--- src/rtl/adjm_pkg.sv ---
`timescale 1ns / 1ps
`default_nettype none
// ----------------------------------------------------------------------------
// Adjacency matrix graph store package
// Shared sizes, codes, controller/datapath interface types and row helpers.
// ----------------------------------------------------------------------------
package adjm_pkg;

  localparam int unsigned MAX_VERTICES = 16;

  // Sizes that follow from the vertex capacity
  localparam int unsigned IDX_W = $clog2(MAX_VERTICES);
  localparam int unsigned CNT_W = $clog2(MAX_VERTICES + 1);
  localparam int unsigned ROW_W = MAX_VERTICES;

  // Fixed field widths at the block boundary
  localparam int unsigned ACTION_W   = 3;
  localparam int unsigned VALUE_W    = 32;
  localparam int unsigned IN_IDX_W   = 6;
  localparam int unsigned STATUS_W   = 2;
  localparam int unsigned COUNT_O_W  = 7;
  localparam int unsigned ROW_IDX_W  = 6;
  localparam int unsigned ROW_BITS_W = 64;

  typedef enum logic [ACTION_W-1:0] {
    ACT_ADD_VERTEX    = 3'd0,
    ACT_REMOVE_VERTEX = 3'd1,
    ACT_ADD_EDGE      = 3'd2,
    ACT_REMOVE_EDGE   = 3'd3,
    ACT_DUMP          = 3'd4
  } action_e;

  typedef enum logic [STATUS_W-1:0] {
    ST_OK        = 2'd0,
    ST_BAD_INDEX = 2'd1,
    ST_FULL      = 2'd2
  } status_e;

  typedef enum logic [3:0] {
    S_IDLE,
    S_CHECK,
    S_ADD,
    S_EDGE_A,
    S_EDGE_B,
    S_EDGE_C,
    S_WALK,
    S_DRAIN,
    S_RESP_OK,
    S_RESP_BAD,
    S_RESP_FULL
  } ctrl_state_e;

  // Commands from the controller to the datapath
  typedef struct packed {
    logic    latch;      // capture the input item
    logic    add_wr;     // append a vertex, bump the count
    logic    edge_rd_a;  // read row of first endpoint
    logic    edge_wr_a;  // write first row, read second
    logic    edge_wr_b;  // write second row
    logic    walk_clr;   // rewind the row walk
    logic    walk_rd;    // read next row of the walk
    logic    cnt_dec;    // drop one vertex from the count
    logic    emit_resp;  // send a single non-row result
    status_e resp_status;
  } dp_cmd_t;

  // Status from the datapath to the controller
  typedef struct packed {
    logic [ACTION_W-1:0] act;
    logic                full;
    logic                vtx_bad;
    logic                edge_bad;
    logic                empty;
    logic                single;
    logic                rd_last;
  } dp_sts_t;

  // Delete bit pos from a row, moving the higher bits down by one
  function automatic logic [ROW_W-1:0] drop_bit(logic [ROW_W-1:0] row,
                                                logic [IDX_W-1:0] pos);
    logic [ROW_W-1:0] low_mask;
    low_mask = (ROW_W'(1) << pos) - ROW_W'(1);
    return (row & low_mask) | ((row >> 1) & ~low_mask);
  endfunction

endpackage
`default_nettype wire

--- src/rtl/adjm_ram.sv ---
`timescale 1ns / 1ps
`default_nettype none
// ----------------------------------------------------------------------------
// Generic RAM
// One write port and one read port with registered read data.
// ----------------------------------------------------------------------------
module adjm_ram #(
  parameter int unsigned WIDTH = 32,
  parameter int unsigned DEPTH = 16
) (
  input  wire logic                     clk_i,
  input  wire logic                     we_i,
  input  wire logic [$clog2(DEPTH)-1:0] waddr_i,
  input  wire logic [WIDTH-1:0]         wdata_i,
  input  wire logic                     re_i,
  input  wire logic [$clog2(DEPTH)-1:0] raddr_i,
  output      logic [WIDTH-1:0]         rdata_o
);

  logic [WIDTH-1:0] mem_q [DEPTH];
  logic [WIDTH-1:0] rdata_q;

  always_ff @(posedge clk_i) begin
    if (we_i) begin
      mem_q[waddr_i] <= wdata_i;
    end
    if (re_i) begin
      rdata_q <= mem_q[raddr_i];
    end
  end

  assign rdata_o = rdata_q;

endmodule
`default_nettype wire

--- src/rtl/adjm_ctrl.sv ---
`timescale 1ns / 1ps
`default_nettype none
// ----------------------------------------------------------------------------
// Graph store controller
// Sequences each item through check, memory access, row walk and response.
// ----------------------------------------------------------------------------
module adjm_ctrl
  import adjm_pkg::*;
(
  input  wire logic    clk_i,
  input  wire logic    rst_ni,
  input  wire logic    start_i,
  input  wire dp_sts_t sts_i,
  output      dp_cmd_t cmd_o,
  output      logic    busy_o
);

  ctrl_state_e state_q, state_d;

  always_ff @(posedge clk_i or negedge rst_ni) begin
    if (!rst_ni) begin
      state_q <= S_IDLE;
    end else begin
      state_q <= state_d;
    end
  end

  // Next state
  always_comb begin
    state_d = state_q;
    unique case (state_q) inside
      S_IDLE: begin
        if (start_i) state_d = S_CHECK;
      end
      S_CHECK: begin
        case (sts_i.act) inside
          ACT_ADD_VERTEX: begin
            state_d = sts_i.full ? S_RESP_FULL : S_ADD;
          end
          ACT_REMOVE_VERTEX: begin
            if (sts_i.vtx_bad)     state_d = S_RESP_BAD;
            else if (sts_i.single) state_d = S_DRAIN;
            else                   state_d = S_WALK;
          end
          ACT_ADD_EDGE, ACT_REMOVE_EDGE: begin
            state_d = sts_i.edge_bad ? S_RESP_BAD : S_EDGE_A;
          end
          ACT_DUMP: begin
            state_d = sts_i.empty ? S_RESP_OK : S_WALK;
          end
          default: state_d = S_RESP_BAD;
        endcase
      end
      S_ADD:    state_d = S_RESP_OK;
      S_EDGE_A: state_d = S_EDGE_B;
      S_EDGE_B: state_d = S_EDGE_C;
      S_EDGE_C: state_d = S_RESP_OK;
      S_WALK: begin
        if (sts_i.rd_last) state_d = S_DRAIN;
      end
      S_DRAIN: begin
        state_d = (sts_i.act == ACT_REMOVE_VERTEX) ? S_RESP_OK : S_IDLE;
      end
      S_RESP_OK, S_RESP_BAD, S_RESP_FULL: state_d = S_IDLE;
      default: state_d = S_IDLE;
    endcase
  end

  // Outputs
  always_comb begin
    cmd_o             = '0;
    cmd_o.resp_status = ST_OK;
    busy_o            = 1'b1;
    unique case (state_q)
      S_IDLE: begin
        busy_o      = 1'b0;
        cmd_o.latch = start_i;
      end
      S_CHECK:  cmd_o.walk_clr  = 1'b1;
      S_ADD:    cmd_o.add_wr    = 1'b1;
      S_EDGE_A: cmd_o.edge_rd_a = 1'b1;
      S_EDGE_B: cmd_o.edge_wr_a = 1'b1;
      S_EDGE_C: cmd_o.edge_wr_b = 1'b1;
      S_WALK:   cmd_o.walk_rd   = 1'b1;
      S_DRAIN:  cmd_o.cnt_dec   = (sts_i.act == ACT_REMOVE_VERTEX);
      S_RESP_OK: begin
        cmd_o.emit_resp   = 1'b1;
        cmd_o.resp_status = ST_OK;
      end
      S_RESP_BAD: begin
        cmd_o.emit_resp   = 1'b1;
        cmd_o.resp_status = ST_BAD_INDEX;
      end
      S_RESP_FULL: begin
        cmd_o.emit_resp   = 1'b1;
        cmd_o.resp_status = ST_FULL;
      end
      default: busy_o = 1'b1;
    endcase
  end

endmodule
`default_nettype wire

--- src/rtl/adjm_dpath.sv ---
`timescale 1ns / 1ps
`default_nettype none
// ----------------------------------------------------------------------------
// Graph store datapath
// Value and adjacency memories, vertex count, row walk and result registers.
// ----------------------------------------------------------------------------
module adjm_dpath
  import adjm_pkg::*;
(
  input  wire logic                        clk_i,
  input  wire logic                        rst_ni,
  input  wire dp_cmd_t                     cmd_i,
  output      dp_sts_t                     sts_o,
  input  wire logic [ACTION_W-1:0]         action_i,
  input  wire logic signed [VALUE_W-1:0]   vertex_value_i,
  input  wire logic [IN_IDX_W-1:0]         first_index_i,
  input  wire logic [IN_IDX_W-1:0]         second_index_i,
  output      logic                        done_o,
  output      logic [STATUS_W-1:0]         status_o,
  output      logic [COUNT_O_W-1:0]        vertex_count_o,
  output      logic                        row_valid_o,
  output      logic [ROW_IDX_W-1:0]        row_index_o,
  output      logic signed [VALUE_W-1:0]   row_value_o,
  output      logic [ROW_BITS_W-1:0]       row_bits_o,
  output      logic                        last_o
);

  // Latched item
  logic [ACTION_W-1:0] act_q;
  logic [VALUE_W-1:0]  value_q;
  logic [IN_IDX_W-1:0] a_q, b_q;

  always_ff @(posedge clk_i) begin
    if (cmd_i.latch) begin
      act_q   <= action_i;
      value_q <= vertex_value_i;
      a_q     <= first_index_i;
      b_q     <= second_index_i;
    end
  end

  logic [IDX_W-1:0] a_idx, b_idx;
  assign a_idx = a_q[IDX_W-1:0];
  assign b_idx = b_q[IDX_W-1:0];

  // Vertex count
  logic [CNT_W-1:0] count_q, count_d;

  always_comb begin
    count_d = count_q;
    if (cmd_i.add_wr)       count_d = count_q + CNT_W'(1);
    else if (cmd_i.cnt_dec) count_d = count_q - CNT_W'(1);
  end

  always_ff @(posedge clk_i or negedge rst_ni) begin
    if (!rst_ni) begin
      count_q <= '0;
    end else begin
      count_q <= count_d;
    end
  end

  logic [IDX_W-1:0] n_idx;
  assign n_idx = count_q[IDX_W-1:0];

  // Checks against the current count
  logic [COUNT_O_W-1:0] a_ext, b_ext, n_ext;
  assign a_ext = COUNT_O_W'(a_q);
  assign b_ext = COUNT_O_W'(b_q);
  assign n_ext = COUNT_O_W'(count_q);

  // Row walk: read stage and write/emit stage
  logic [IDX_W-1:0] rd_cnt_q, rd_cnt_d;
  logic [IDX_W-1:0] wr_cnt_q;
  logic             pipe_v_q;
  logic [CNT_W-1:0] walk_lim;
  logic             is_dump, is_remove, is_add_edge;

  assign is_dump     = (act_q == ACT_DUMP);
  assign is_remove   = (act_q == ACT_REMOVE_VERTEX);
  assign is_add_edge = (act_q == ACT_ADD_EDGE);
  assign walk_lim    = is_dump ? count_q : (count_q - CNT_W'(1));

  always_comb begin
    rd_cnt_d = rd_cnt_q;
    if (cmd_i.walk_clr)     rd_cnt_d = '0;
    else if (cmd_i.walk_rd) rd_cnt_d = rd_cnt_q + IDX_W'(1);
  end

  always_ff @(posedge clk_i or negedge rst_ni) begin
    if (!rst_ni) begin
      rd_cnt_q <= '0;
      pipe_v_q <= 1'b0;
    end else begin
      rd_cnt_q <= rd_cnt_d;
      pipe_v_q <= cmd_i.walk_rd;
    end
  end

  always_ff @(posedge clk_i) begin
    if (cmd_i.walk_rd) begin
      wr_cnt_q <= rd_cnt_q;
    end
  end

  assign sts_o.act      = act_q;
  assign sts_o.full     = (count_q == CNT_W'(MAX_VERTICES));
  assign sts_o.vtx_bad  = (a_ext >= n_ext);
  assign sts_o.edge_bad = (a_ext >= n_ext) || (b_ext >= n_ext) || (a_q == b_q);
  assign sts_o.empty    = (count_q == '0);
  assign sts_o.single   = (count_q == CNT_W'(1));
  assign sts_o.rd_last  = (CNT_W'(rd_cnt_q) == (walk_lim - CNT_W'(1)));

  // Memories
  logic                 val_we, row_we, mem_re;
  logic [IDX_W-1:0]     val_waddr, row_waddr, raddr;
  logic [VALUE_W-1:0]   val_wdata, val_rdata;
  logic [ROW_W-1:0]     row_wdata, row_rdata;
  logic [IDX_W-1:0]     walk_src;
  logic                 pipe_wr;
  logic [ROW_W-1:0]     bit_a, bit_b;

  // Removal copies row k+1 down to row k from the removed index on
  assign walk_src = (rd_cnt_q < a_idx) ? rd_cnt_q : (rd_cnt_q + IDX_W'(1));
  assign pipe_wr  = pipe_v_q && is_remove;
  assign bit_a    = ROW_W'(1) << a_idx;
  assign bit_b    = ROW_W'(1) << b_idx;

  always_comb begin
    mem_re    = 1'b0;
    raddr     = rd_cnt_q;
    val_we    = 1'b0;
    val_waddr = n_idx;
    val_wdata = value_q;
    row_we    = 1'b0;
    row_waddr = n_idx;
    row_wdata = '0;
    if (cmd_i.edge_rd_a) begin
      mem_re = 1'b1;
      raddr  = a_idx;
    end
    if (cmd_i.edge_wr_a) begin
      mem_re = 1'b1;
      raddr  = b_idx;
    end
    if (cmd_i.walk_rd) begin
      mem_re = 1'b1;
      raddr  = is_remove ? walk_src : rd_cnt_q;
    end
    if (cmd_i.add_wr) begin
      val_we = 1'b1;
      row_we = 1'b1;
    end
    if (cmd_i.edge_wr_a) begin
      row_we    = 1'b1;
      row_waddr = a_idx;
      row_wdata = is_add_edge ? (row_rdata | bit_b) : (row_rdata & ~bit_b);
    end
    if (cmd_i.edge_wr_b) begin
      row_we    = 1'b1;
      row_waddr = b_idx;
      row_wdata = is_add_edge ? (row_rdata | bit_a) : (row_rdata & ~bit_a);
    end
    if (pipe_wr) begin
      val_we    = 1'b1;
      val_waddr = wr_cnt_q;
      val_wdata = val_rdata;
      row_we    = 1'b1;
      row_waddr = wr_cnt_q;
      row_wdata = drop_bit(row_rdata, a_idx);
    end
  end

  adjm_ram #(
    .WIDTH (VALUE_W),
    .DEPTH (MAX_VERTICES)
  ) u_val_ram (
    .clk_i   (clk_i),
    .we_i    (val_we),
    .waddr_i (val_waddr),
    .wdata_i (val_wdata),
    .re_i    (mem_re),
    .raddr_i (raddr),
    .rdata_o (val_rdata)
  );

  adjm_ram #(
    .WIDTH (ROW_W),
    .DEPTH (MAX_VERTICES)
  ) u_row_ram (
    .clk_i   (clk_i),
    .we_i    (row_we),
    .waddr_i (row_waddr),
    .wdata_i (row_wdata),
    .re_i    (mem_re),
    .raddr_i (raddr),
    .rdata_o (row_rdata)
  );

  // Result registers
  logic                  row_emit, wr_last;
  logic                  out_valid_q;
  logic [STATUS_W-1:0]   out_status_q;
  logic [COUNT_O_W-1:0]  out_count_q;
  logic                  out_row_valid_q;
  logic [ROW_IDX_W-1:0]  out_row_index_q;
  logic [VALUE_W-1:0]    out_row_value_q;
  logic [ROW_BITS_W-1:0] out_row_bits_q;
  logic                  out_last_q;

  assign row_emit = pipe_v_q && is_dump;
  assign wr_last  = (CNT_W'(wr_cnt_q) == (count_q - CNT_W'(1)));

  always_ff @(posedge clk_i or negedge rst_ni) begin
    if (!rst_ni) begin
      out_valid_q <= 1'b0;
    end else begin
      out_valid_q <= cmd_i.emit_resp || row_emit;
    end
  end

  always_ff @(posedge clk_i) begin
    if (row_emit) begin
      out_status_q    <= ST_OK;
      out_count_q     <= n_ext;
      out_row_valid_q <= 1'b1;
      out_row_index_q <= ROW_IDX_W'(wr_cnt_q);
      out_row_value_q <= val_rdata;
      out_row_bits_q  <= ROW_BITS_W'(row_rdata);
      out_last_q      <= wr_last;
    end else if (cmd_i.emit_resp) begin
      out_status_q    <= cmd_i.resp_status;
      out_count_q     <= n_ext;
      out_row_valid_q <= 1'b0;
      out_row_index_q <= '0;
      out_row_value_q <= '0;
      out_row_bits_q  <= '0;
      out_last_q      <= 1'b1;
    end
  end

  assign done_o         = out_valid_q;
  assign status_o       = out_status_q;
  assign vertex_count_o = out_count_q;
  assign row_valid_o    = out_row_valid_q;
  assign row_index_o    = out_row_index_q;
  assign row_value_o    = out_row_value_q;
  assign row_bits_o     = out_row_bits_q;
  assign last_o         = out_last_q;

endmodule
`default_nettype wire

--- src/rtl/adjacency_matrix_graph_store_unit.sv ---
`timescale 1ns / 1ps
`default_nettype none
// ----------------------------------------------------------------------------
// Adjacency matrix graph store
// Undirected graph of up to MAX_VERTICES vertices: value list plus bit matrix.
// ----------------------------------------------------------------------------
// Issue an item by raising start while busy is low; the item is taken at that
// edge and busy stays high until the block can take the next one. Results come
// out on done_o, each for exactly one cycle, and the receiver cannot stall
// them, so sample every cycle in which done_o is high. Every item gives one
// result with last_o set, except a dump of a non-empty graph, which gives one
// result per stored row (row_valid_o high) with last_o on the final row.
// Item steps, in order: a rejected item and a dump of an empty graph go from
// the check straight to the response; an add vertex writes its entry, then
// responds; an edge update reads the first row, writes it while reading the
// second, then writes the second (read-modify-write of both symmetric rows
// through the single read port). Removing one of several vertices and dumping a
// non-empty graph use the row walk, moving one row per cycle. A new item may
// be issued while busy is low, even while the final result is on the outputs.
// The memories hold no reset value; every entry below the vertex count is
// written by an add before it is read.
// ----------------------------------------------------------------------------
module adjacency_matrix_graph_store_unit
  import adjm_pkg::*;
(
  input  wire logic                      clk_i,
  input  wire logic                      rst_ni,
  input  wire logic                      start,
  output      logic                      busy,
  input  wire logic [ACTION_W-1:0]       action_i,
  input  wire logic signed [VALUE_W-1:0] vertex_value_i,
  input  wire logic [IN_IDX_W-1:0]       first_index_i,
  input  wire logic [IN_IDX_W-1:0]       second_index_i,
  output      logic                      done_o,
  output      logic [STATUS_W-1:0]       status_o,
  output      logic [COUNT_O_W-1:0]      vertex_count_o,
  output      logic                      row_valid_o,
  output      logic [ROW_IDX_W-1:0]      row_index_o,
  output      logic signed [VALUE_W-1:0] row_value_o,
  output      logic [ROW_BITS_W-1:0]     row_bits_o,
  output      logic                      last_o
);

  // Command and status between sequencer and datapath
  dp_cmd_t dp_cmd;
  dp_sts_t dp_sts;

  // Sequencer: check the item, then drive memory accesses and the row walk
  adjm_ctrl u_ctrl (
    .clk_i   (clk_i),
    .rst_ni  (rst_ni),
    .start_i (start),
    .sts_i   (dp_sts),
    .cmd_o   (dp_cmd),
    .busy_o  (busy)
  );

  // Datapath: memories, vertex count, walk counters and result registers
  adjm_dpath u_dpath (
    .clk_i          (clk_i),
    .rst_ni         (rst_ni),
    .cmd_i          (dp_cmd),
    .sts_o          (dp_sts),
    .action_i       (action_i),
    .vertex_value_i (vertex_value_i),
    .first_index_i  (first_index_i),
    .second_index_i (second_index_i),
    .done_o         (done_o),
    .status_o       (status_o),
    .vertex_count_o (vertex_count_o),
    .row_valid_o    (row_valid_o),
    .row_index_o    (row_index_o),
    .row_value_o    (row_value_o),
    .row_bits_o     (row_bits_o),
    .last_o         (last_o)
  );

endmodule
`default_nettype wire
--- config.mk ---
export PLATFORM = sky130hd
export DESIGN_NAME = adjacency_matrix_graph_store_unit
export DESIGN_NICKNAME = d
export VERILOG_FILES = /design/src/rtl/adjm_pkg.sv /design/src/rtl/adjm_ram.sv /design/src/rtl/adjm_ctrl.sv /design/src/rtl/adjm_dpath.sv /design/src/rtl/adjacency_matrix_graph_store_unit.sv
export SDC_FILE = /design/constraint.sdc
export NUM_CORES = 1
export LEC_CHECK = 0
export BUFFER_PORTS_ARGS = -buffer_cell sky130_fd_sc_hd__buf_4
export CAP_MARGIN = 20
export CORE_AREA = 2 2 262 264
export CTS_BUF_LIST = sky130_fd_sc_hd__clkbuf_2
export DETAILED_ROUTE_END_ITERATION = 16
export DIE_AREA = 0 0 264 266
export PLACE_DENSITY = 0.8
export SYNTH_ARGS = -nofsm -noshare
export SYNTH_HDL_FRONTEND = slang
export SYNTH_SLANG_ARGS = --single-unit
--- constraint.sdc ---
create_clock -name clk_i -period 11 [get_ports clk_i]
set_input_delay 1.1 -clock clk_i [delete_from_list [all_inputs] [get_ports clk_i]]
set_output_delay 1.1 -clock clk_i [all_outputs]
set_load 0.1 [all_outputs]
==> flow_summary_export.csv <==
group,metric,value,unit
final_layout,area_growth,10.5,%
timing,period_minus_slack,6.65,ns
synthesis,synth_edf_count,925,
timing,max_freq,150,MHz
power,swShare,36.8,%
critical_path,cp.required,12.17,ns
timing,layout_setup_ws,4.35,ns
critical_path,worstSetupPathType,"register to register",
final_layout,nNetsFinal,2989,
cts,cts_tree,"built",
global_route,track_usage,29.2,%
power,power_density,217,nW/µm²
floorplan,fp.dieArea,70200,µm²
synthesis,ys_warn_count,0,
synthesis,synth_common_cells,"edfxtp_1 (925), nand2_1 (209), clkbuf_1 (154)",
floorplan,fp.coreArea,67700,µm²
status,outcome,"finished, final reports clean",
cts,post-cts-setup-buffers,0,
power,p_leak,16.8,nW
cts,path_clk_slew,0.10,ns
floorplan,fp.dieH,266,µm
synthesis,avgSynthCellArea,14.9,µm²
power,pwr-share-comb,29.9,%
cts,cts_max_level,4,
synthesis,synth_top_area_share,69.3,%
synthesis,synth_area_leaders,"edfxtp_1 (69%), mux2i_1 (3.8%), a221o_1 (2.4%)",
cts,root_buffer,"clkbuf_2",
global_route,grt_first_pass_wirelength,155,mm
floorplan,rows,96,
timing,fin_crit_sh,60.5,%
global_route,first_global_vias,26000,
cts,cts.sink_count,943,
critical_path,end_kind,"register",
routing,drtIter0Drc,3116,
critical_path,arrival,7.83,ns
timing,finalHoldViolCount,0,
placement,place_congestion,0.924,
final_layout,drive_gt1_share,19.9,%
routing,ant_nets,0,
power,p_int,6.06,mW
cts,cts_buffers,220,
power,seq_power_share,47.2,%
placement,io_buffers,112,
timing,holdWs,0.183,ns
global_route,grt_start_max_net_pins,97,
routing,wl_per_cell,26.1,µm
cts,insertion_delay,1.48,ns
worst_hold_path,hp-class,"input pin to register",
critical_path,crit_fanout,78,
synthesis,synth_seq_cells,943,
global_route,overflow,0,
routing,vias,26100,
placement,dpl.hpwl,55.6,mm
synthesis,syn_area,40100,µm²
power,clkPwrFrac,22.9,%
routing,routed_wl,104,mm
synthesis,syn_inst,2685,
synthesis,synth_seq_area_share,70.4,%
critical_path,start_kind,"register",
timing,worst_pin_slew,1.19,ns
routing,avgViaCountPerCell,6.57,
floorplan,num_io_pins,165,
timing,setup_viol,0,
synthesis,async_flop_share,1.59,%
timing,rsz0062_at_grt,"false",
synthesis,yosysTopAreaCell,"edfxtp_1",
synthesis,yosysMostFrequentCell,"edfxtp_1",
timing,skew,0.103,ns
placement,pre_cts_ws,4.50,ns
synthesis,synth_ff_type,"edfxtp_1",
cts,post_cts_resized,0,
floorplan,initial_core_util,59.2,%
synthesis,yosysUniqueCellTypes,78,
cts,cts.path.max_buffers,3,
flow_run,drv_cap,0,
global_route,antenna_found_initial,3,
power,power_switching,3.53,mW
power,peakVddDrop,0.238,mV
floorplan,fp.dieW,264,µm
routing,first_pass_iters,5,
timing,tns,0,ns
routing,drc_errors,0,
timing,slew_viol_final,0,
timing,slew-limit-headroom,20.4,%
## path summary, 6_finish.rpt
path                                startpoint                            end  slack (ns)  depth (start not counted)
min                                      start               u_dpath.act_q[2]        0.18                          3
max                             u_dpath.a_q[3]  u_dpath.u_val_ram.rdata_o[27]        4.35                         12
max in group asynchronous               rst_ni               u_dpath.pipe_v_q        9.66                          3
min reg2reg                u_dpath.row_valid_o            u_dpath.row_valid_o        0.46                          1
max reg2reg                     u_dpath.a_q[3]  u_dpath.u_val_ram.rdata_o[27]        4.35                         12
min in group asynchronous               rst_ni            u_dpath.rd_cnt_q[1]        0.81                          3
## layout make-up
| type | count | area (µm²) |
|---|---|---|
| diodes | 2 | 5.00 |
| clock buffers | 310 | 1550 |
| fillers | 4692 | 23500 |
| well taps | 882 | 1100 |
| repair buffers | 234 | 1970 |
| clock inverters | 80 | 428 |
| flip-flops and latches | 943 | 28200 |
| inverters | 23 | 86.3 |
| multi-input cells | 1497 | 10900 |
## cells by family after synthesis
logic type | synth area share [%]
other | 0.00936
multiplexers | 5.17
buffers and inverters | 3.40
flip-flops | 70.4
AND/OR/NAND/NOR | 5.80
AO/OA/AOI/OAI | 14.1
XOR/XNOR | 0.546
adder cells (fa/ha/maj) | 0.624
## worst max-delay path, cell delays in order, from the launching register on
cell,delay (ns)
edfxtp_1,0.75
inv_1,0.27
ha_1,0.29
nor3_1,0.23
o21a_1,0.30
o21ai_0,0.24
nand3_4,0.65
buf_4,0.80
buf_4,0.96
buf_4,0.94
mux2_2,0.43
o221ai_1,0.23
o211ai_1,0.13
## per-stage QoR
step	instance area [µm²]	total power, mW	utilization (%)	std cells
floorplan	40300	6.66	-	2736
global placement	41700	7.32	61.5	3522
detailed placement	41800	7.42	61.6	3526
CTS	44200	9.60	65.3	3965
global route	44300	9.99	65.4	3971
finish	44300	9.59	65.4	3971
## registers in the layout, indices dropped and copies added (netlist names), 2 cells and up
signal	flops
u_dpath.row_bits_o	16
u_dpath.status_o	2
u_dpath.u_row_ram.rdata_o	16
u_dpath.u_val_ram.rdata_o	32
u_dpath.u_row_ram.mem_q	256
u_dpath.wr_cnt_q	4
u_dpath.value_q	32
u_dpath.row_value_o	32
u_dpath.u_val_ram.mem_q	512
u_dpath.rd_cnt_q	4
u_dpath.act_q	3
u_ctrl.state_q	4
u_dpath.a_q	6
u_dpath.b_q	6
u_dpath.count_q	5
u_dpath.row_index_o	4
u_dpath.vertex_count_o	5
## per-layer routing
layer,share of wire (%),global-route usage [%],vias up
li1,-,-,11200
met1,38,38.7,12900
met2,48,46.9,1719
met3,11,7.20,216
met4,2.7,11.7,0
met5,0,0,-
## power groups by stage
stage	registers, mW	logic (mW)	clock network [mW]
2_1_floorplan	4.95	1.71	0
3_3_place_gp	4.59	2.73	0
3_5_place_dp	4.60	2.82	0
4_1_cts	4.52	2.84	2.24
5_1_grt	4.54	3.03	2.42
6_report	4.52	2.87	2.20
## cell usage in the layout (no fill, tap or decap), drive strengths merged, types with 8 or more instances in the layout
cell type,Yosys,layout
o31ai,8,8
a221o,97,97
mux2,49,49
and3,56,56
a31oi,15,15
dfrtp,15,15
o221ai,48,48
o311a,97,97
nor2,78,78
ha,20,20
nand3,15,15
buf,119,185
o22ai,19,19
nor3,22,22
clkbuf,154,310
xnor2,20,20
and2,51,51
edfxtp,925,925
a21oi,149,149
inv,22,26
nand2,209,209
nand2b,10,10
o211ai,54,54
a21o,54,54
o21ai,28,28
dlygate4sd3,0,49
a211o,96,96
mux2i,152,152
clkinv,1,71
conb,1,52
## what timing repair did
| item | in CTS | in global routing |
|---|---|---|
| hold buffers | 49 | 0 |
| hold endpoints to repair | 62 | 0 |
| setup endpoints to repair | 0 | 0 |
Note: power is estimated with default switching activity, not from simulation.
